`src/polyphonic_wavetable_synth_assert.svh`:
```
// ----------------------------------------------------------------------------
// Assertion macros for the polyphonic wavetable synthesizer
// Short forms for clocked checks that are disabled while reset is asserted.
// ----------------------------------------------------------------------------
`ifndef POLYPHONIC_WAVETABLE_SYNTH_ASSERT_SVH
`define POLYPHONIC_WAVETABLE_SYNTH_ASSERT_SVH

// Same-cycle implication.
`define PWS_ASSERT_SAME(label, ante, cons, msg) \
    label: assert property (@(posedge clk) disable iff (!rst_n) (ante) |-> (cons)) \
        else $error(msg);

// Next-cycle implication.
`define PWS_ASSERT_NEXT(label, ante, cons, msg) \
    label: assert property (@(posedge clk) disable iff (!rst_n) (ante) |=> (cons)) \
        else $error(msg);

`endif

```
`src/pwsynth_pkg.sv`:
```
// ----------------------------------------------------------------------------
// pwsynth_pkg
// Shared constants, command codes, control struct and table builders.
// ----------------------------------------------------------------------------
package pwsynth_pkg;

    // Fixed number formats.
    localparam int LVL_F      = 16;
    localparam int LVL_W      = LVL_F + 1;
    localparam int FAC_W      = LVL_F;
    localparam int PHASE_FRAC = 16;
    localparam int NOTE_W     = 7;
    localparam int CMD_W      = 2;
    localparam int SAMPLE_W   = 16;
    localparam int CFG_IDX_W  = 3;
    localparam int CFG_DATA_W = LVL_W;
    localparam int ACC_W      = 42;
    localparam int MIX_W      = ACC_W - LVL_F;
    localparam int SCALED_W   = MIX_W + LVL_W + 1;
    localparam int OUT_LIMIT  = 32111;
    localparam int PIPE_DRAIN = 4;
    localparam int SAMPLE_RATE_HZ = 22050;

    // Command codes.
    localparam logic [CMD_W-1:0] CMD_TICK = 2'd0;
    localparam logic [CMD_W-1:0] CMD_ON   = 2'd1;
    localparam logic [CMD_W-1:0] CMD_OFF  = 2'd2;

    // Register indexes.
    localparam logic [CFG_IDX_W-1:0] REG_ATTACK  = 3'd0;
    localparam logic [CFG_IDX_W-1:0] REG_DECAY   = 3'd1;
    localparam logic [CFG_IDX_W-1:0] REG_SUSTAIN = 3'd2;
    localparam logic [CFG_IDX_W-1:0] REG_RELEASE = 3'd3;
    localparam logic [CFG_IDX_W-1:0] REG_FLOOR   = 3'd4;
    localparam logic [CFG_IDX_W-1:0] REG_GAIN    = 3'd5;

    // Register reset values.
    localparam logic [LVL_W-1:0] RST_ATTACK  = 17'd1180;
    localparam logic [FAC_W-1:0] RST_DECAY   = 16'd65497;
    localparam logic [LVL_W-1:0] RST_SUSTAIN = 17'd24904;
    localparam logic [FAC_W-1:0] RST_RELEASE = 16'd64946;
    localparam logic [LVL_W-1:0] RST_FLOOR   = 17'd66;
    localparam logic [LVL_W-1:0] RST_GAIN    = 17'd14418;

    // Equal-tempered semitone ratios in Q16.
    localparam int unsigned SEMITONE [12] = '{
        65536, 69433, 73562, 77936, 82570, 87480,
        92682, 98193, 104032, 110218, 116772, 123716
    };

    localparam longint unsigned Q30_ONE     = 64'd1073741824;
    localparam longint unsigned HALF_PI_Q30 = 64'd1686629713;

    // Controller to datapath commands.
    typedef struct packed {
        logic              note_on;
        logic              gate_close;
        logic              clear_acc;
        logic              issue;
        logic [NOTE_W-1:0] vidx;
        logic              mix_en;
        logic              scale_en;
        logic              load_out;
    } ctrl_cmd_t;

    // Sine of one table index in signed Q30, for a power-of-two table depth.
    function automatic longint signed sine_q30(input longint unsigned idx, input int wbits);
        longint unsigned dmask;
        longint unsigned p;
        longint unsigned quad;
        longint unsigned r;
        longint unsigned x;
        longint unsigned x2;
        longint unsigned t;
        longint unsigned s;
        dmask = (64'd1 << wbits) - 64'd1;
        p     = (idx & dmask) * 64'd4;
        quad  = p >> wbits;
        r     = p & dmask;
        if (quad[0])
        begin
            r = (64'd1 << wbits) - r;
        end
        x  = (HALF_PI_Q30 * r) >> wbits;
        x2 = (x * x) >> 30;
        t  = Q30_ONE - x2 / 64'd72;
        t  = Q30_ONE - ((x2 * t) >> 30) / 64'd42;
        t  = Q30_ONE - ((x2 * t) >> 30) / 64'd20;
        t  = Q30_ONE - ((x2 * t) >> 30) / 64'd6;
        s  = (x * t) >> 30;
        return (quad >= 64'd2) ? -longint'(s) : longint'(s);
    endfunction

    // One entry of the harmonic wave table.
    function automatic logic signed [SAMPLE_W-1:0] wave_value(input longint unsigned idx,
                                                              input int wbits);
        longint signed w;
        w = sine_q30(idx, wbits);
        w = w + sine_q30(idx * 2, wbits) * 64'sd20972 / 64'sd65536;
        w = w + sine_q30(idx * 3, wbits) * 64'sd7864 / 64'sd65536;
        w = w + sine_q30(idx * 5, wbits) * 64'sd3277 / 64'sd65536;
        w = w * 64'sd40632 / 64'sd65536;
        return SAMPLE_W'(w * 64'sd32767 / 64'sd1073741824);
    endfunction

endpackage

```
`src/pwsynth_ctrl.sv`:
```
// ----------------------------------------------------------------------------
// pwsynth_ctrl
// Sequencer: takes words, walks the voices on a tick and hands out results.
// ----------------------------------------------------------------------------
module pwsynth_ctrl #(
    parameter int VOICE_COUNT = 128
) (
    input  logic                                clk,
    input  logic                                rst_n,
    input  logic                                in_valid,
    input  logic [pwsynth_pkg::CMD_W-1:0]       cmd,
    output logic                                in_stall,
    output logic                                out_valid,
    input  logic                                out_stall,
    output pwsynth_pkg::ctrl_cmd_t              ctl
);

    typedef enum logic [5:0] {
        S_IDLE  = 6'b000001,
        S_WALK  = 6'b000010,
        S_DRAIN = 6'b000100,
        S_MIX   = 6'b001000,
        S_SCALE = 6'b010000,
        S_EMIT  = 6'b100000
    } state_t;

    state_t                          state_reg;
    state_t                          state_next;
    logic [pwsynth_pkg::NOTE_W-1:0]  vidx_reg;
    logic [pwsynth_pkg::NOTE_W-1:0]  vidx_next;
    logic [2:0]                      drain_reg;
    logic [2:0]                      drain_next;
    logic                            out_valid_reg;
    logic                            accept;
    logic                            last_voice;
    logic                            out_free;

    assign accept     = in_valid && (state_reg == S_IDLE);
    assign last_voice = (vidx_reg == pwsynth_pkg::NOTE_W'(VOICE_COUNT - 1));
    assign out_free   = !out_valid_reg || !out_stall;
    assign in_stall   = (state_reg != S_IDLE);
    assign out_valid  = out_valid_reg;

    // Next state and commands.
    always_comb
    begin
        state_next    = state_reg;
        vidx_next     = vidx_reg;
        drain_next    = drain_reg;
        ctl           = '0;
        ctl.vidx      = vidx_reg;
        case (state_reg)
            S_IDLE:
            begin
                if (accept)
                begin
                    ctl.note_on    = (cmd == pwsynth_pkg::CMD_ON);
                    ctl.gate_close = (cmd == pwsynth_pkg::CMD_OFF);
                    if (cmd == pwsynth_pkg::CMD_TICK)
                    begin
                        ctl.clear_acc = 1'b1;
                        vidx_next     = '0;
                        state_next    = S_WALK;
                    end
                end
            end
            S_WALK:
            begin
                ctl.issue = 1'b1;
                if (last_voice)
                begin
                    drain_next = '0;
                    state_next = S_DRAIN;
                end
                else
                begin
                    vidx_next = vidx_reg + 1'b1;
                end
            end
            S_DRAIN:
            begin
                drain_next = drain_reg + 1'b1;
                if (drain_reg == 3'(pwsynth_pkg::PIPE_DRAIN - 1))
                begin
                    state_next = S_MIX;
                end
            end
            S_MIX:
            begin
                ctl.mix_en = 1'b1;
                state_next = S_SCALE;
            end
            S_SCALE:
            begin
                ctl.scale_en = 1'b1;
                state_next   = S_EMIT;
            end
            S_EMIT:
            begin
                if (out_free)
                begin
                    ctl.load_out = 1'b1;
                    state_next   = S_IDLE;
                end
            end
            default:
            begin
                state_next = S_IDLE;
            end
        endcase
    end

    // Control registers.
    always_ff @(posedge clk or negedge rst_n)
    begin
        if (!rst_n)
        begin
            state_reg     <= S_IDLE;
            vidx_reg      <= '0;
            drain_reg     <= '0;
            out_valid_reg <= 1'b0;
        end
        else
        begin
            state_reg <= state_next;
            vidx_reg  <= vidx_next;
            drain_reg <= drain_next;
            if (ctl.load_out)
            begin
                out_valid_reg <= 1'b1;
            end
            else if (!out_stall)
            begin
                out_valid_reg <= 1'b0;
            end
        end
    end

endmodule

```
`config.mk`:
```
export PLATFORM = sky130hd
export DESIGN_NAME = pwsynth_ctrl
export DESIGN_NICKNAME = d
export VERILOG_FILES = /design/src/polyphonic_wavetable_synth_assert.svh /design/src/pwsynth_pkg.sv /design/src/pwsynth_ctrl.sv
export SDC_FILE = /design/constraint.sdc
export NUM_CORES = 1
export LEC_CHECK = 0
export BUFFER_PORTS_ARGS = -buffer_cell sky130_fd_sc_hd__buf_2
export CORE_UTILIZATION = 29
export CTS_CLUSTER_SIZE = 25
export DETAILED_ROUTE_END_ITERATION = 8
export GPL_ROUTABILITY_DRIVEN = 0
export PLACE_DENSITY = 0.57
export SLEW_MARGIN = 20
export SYNTH_ARGS = -nofsm -noshare
export SYNTH_HDL_FRONTEND = slang
export SYNTH_SLANG_ARGS = --single-unit
export TNS_END_PERCENT = 50
```
`constraint.sdc`:
```
create_clock -name clk -period 2.3 [get_ports clk]
set_input_delay 0.46 -clock clk [delete_from_list [all_inputs] [get_ports clk]]
set_output_delay 0.46 -clock clk [all_outputs]
set_load 0.1 [all_outputs]
```
==> flow_summary.json <==
{
  "critPathBufInv": 1,
  "drc": 0,
  "rr_endpoint": "drain_reg[0]",
  "r2r_cells": 4,
  "finalWorstSetupSlack_ps": 89.8,
  "crit_path_start": "state_reg[5]",
  "grt_usage": 0.144,
  "ant_nets": 0,
  "fin_area_um2": 1270,
  "crit_fanout": 7,
  "die_h_um": 59.4,
  "finalCritPeriodShare": 0.961,
  "clock_sinks": 17,
  "p_per_area_nw_per_um2": 1110,
  "critPathTopFamily": "simple AND/OR/NAND/NOR gates",
  "hpwl_mm": 1.60,
  "start_kind": "flip-flop",
  "start_util": 0.310,
  "drt_pre_antenna_iters": 2,
  "cts_hold_buf": 0,
  "end_kind": "output pin",
  "synth_top_flop_cell": "dfrtp_1",
  "viasPerCell": 5.03,
  "dpl.cell_count": 157,
  "rsz0062_at_grt": "no",
  "die_w_um": 59.4,
  "setup_violations": 0,
  "yosys_warnings": 0,
  "synth_edf_count": 0,
  "ys_ff_latch": 17,
  "hold_viol_final": 0,
  "detail_route.wl_per_cell_um": 13.6,
  "crit_path_max_incr_delay_ps": 540,
  "syn_area_um2": 955,
  "grt_max_degree": 18,
  "synth-seq-area-share": 0.447,
  "hp-class": "input pin to async pin",
  "grt.overflow.total": 0,
  "wl_met2_mm": 1.09,
  "synth-async-reset-ratio": 1.00,
  "skew_ps": 1.32,
  "place_area_um2": 1210,
  "r2r-start": "state_reg[5]",
  "nets": 127,
  "endpoint": "ctl[2]",
  "relSlewSlack": 0.674,
  "largest_reg_flops": 7,
  "layout.cells.non_filler": 161,
  "area_delta_synth_final_pct": 32.6,
  "clkTransAtPathRegs_ps": 100,
  "cp_slowest_cell": "or4_4",
  "antenna_found_initial": 0,
  "dieArea_um2": 3530,
  "worst_pin_slew_ps": 492,
  "avgSynthCellArea_um2": 10.2,
  "synth_nets": 103,
  "vias": 810,
  "crit_arrival_ps": 1750,
  "insertion_delay_ps": 290,
  "cts_buffers": 3,
  "grt_first_pass_wirelength_mm": 3.66,
  "crit_chain": "or4_4, nor3b_4, buf_12",
  "max_freq_mhz": 452,
  "io_buffer_count": 21,
  "crit_type": "flip-flop to output pin",
  "required_ps": 1840,
  "cts_tree": "yes",
  "place_ws_ps": 288,
  "io_pins": 22,
  "wl_met3_um": 59,
  "period_needed_ps": 2210,
  "ys_types": 45,
  "drive_gt1_frac": 0.368,
  "top_layer": "met4",
  "synthCells": 94,
  "maxCapViolCount": 0,
  "cts_buffer_depth": 2,
  "slew_violations": 0,
  "outcome": "completed",
  "coreArea_um2": 3080,
  "peakVddDrop_mv": 0.585,
  "met1_length_mm": 1.01,
  "drtIter0Drc": 15,
  "worst-path-stages": 3,
  "cts-htree-levels": 1,
  "rows": 20,
  "p_leak_nw": 0.607,
  "rrSetupSlack_ps": 230,
  "grt_pass1_vias": 786,
  "num-fill-cells": 307,
  "root_buffer": "clkbuf_4",
  "n_antenna_cell": 0,
  "wirelength_mm": 2.20
}
-- routing by layer --
layer | vias up | GRT usage
li1 | 395 | -
met1 | 400 | 0.189
met2 | 11 | 0.228
met3 | 4 | 0.0262
met4 | 0 | 0.0714
met5 | - | 0
-- metrics by stage --
step | util | hold slack, ps | total power, mW | setup TNS, ps
2_1_floorplan | - | 164 | 1.08 | -178
3_3_place_gp | 0.394 | 405 | 1.23 | 0
4_1_cts | 0.404 | 79.5 | 1.41 | 0
5_1_grt | 0.411 | 92.7 | 1.48 | 0
3_5_place_dp | 0.394 | 406 | 1.24 | 0
6_report | 0.411 | 79.7 | 1.41 | 0
-- Yosys cell counts (3+ instances only) --
cell     number  area, um^2
dfrtp_1      16         400
nand3_1       6        30.0
a21oi_1       5        25.0
nor2_1        5        18.8
nor3b_1       5        37.5
inv_1         4        15.0
a31oi_1       3        18.8
and3_1        3        18.8
ha_1          3        37.5
o21ai_1       3        15.0
-- power breakdown --
part | total, mW | switching, mW | internal [mW]
clock | 0.160 | 0.0926 | 0.0674
combinational | 0.799 | 0.603 | 0.196
sequential | 0.452 | 0.0791 | 0.373
-- cell type report --
cell class                      instances  area (um^2)  share of cell area
Clock buffer                            4         26.3              0.0208
Multi-Input combinational cell         68          539               0.426
Sequential cell                        17          428               0.338
Timing Repair Buffer                   22          190               0.150
Inverter                                6         27.5              0.0217
Tap cell                               44         55.1              0.0435
-- repair_timing --
item,CTS,global route
buffers inserted,0,0
endpoints found under the setup margin,1,5
gates resized for setup,1,6
-- cells by family (layout without fill, tap and decap cells) --
kind of cell | Yosys count | count (layout) | share of synthesized area
and+or+nand+nor | 39 | 39 | 0.260
AOI/OAI and AO/OA | 24 | 24 | 0.180
DFF | 17 | 17 | 0.447
buffers and inverters | 9 | 32 | 0.0498
adders and majority gates | 3 | 3 | 0.0393
xor gates and xnor gates | 1 | 1 | 0.00918
muxes | 1 | 1 | 0.0157
-- worst min path at each step --
stage	end	slack, ps
after CTS	vidx_reg[4]	80
after floorplan	drain_reg[0]	160
after global placement	vidx_reg[3]	400
after detailed placement	vidx_reg[4]	410
final	vidx_reg[4]	80
after global routing	vidx_reg[4]	90
-- placed cells by master, fill, tap and decap left out, types with 2 or more instances in the layout --
cell | synthesis | final
clkbuf_4 | 0 | 3
o21ai_0 | 2 | 2
o22ai_1 | 2 | 2
nand2b_1 | 2 | 2
inv_1 | 4 | 4
dfrtp_1 | 16 | 15
a21oi_1 | 5 | 5
o21ai_1 | 3 | 3
and3_1 | 3 | 2
ha_1 | 3 | 3
nor2_1 | 5 | 4
nand3_1 | 6 | 5
a31oi_1 | 3 | 3
buf_2 | 1 | 15
and2_1 | 2 | 2
nor3b_1 | 5 | 2
buf_4 | 0 | 2
and3_2 | 1 | 2
nor3b_4 | 0 | 3
buf_12 | 0 | 5
or4_1 | 2 | 2
(Power assumes the default switching activity.)
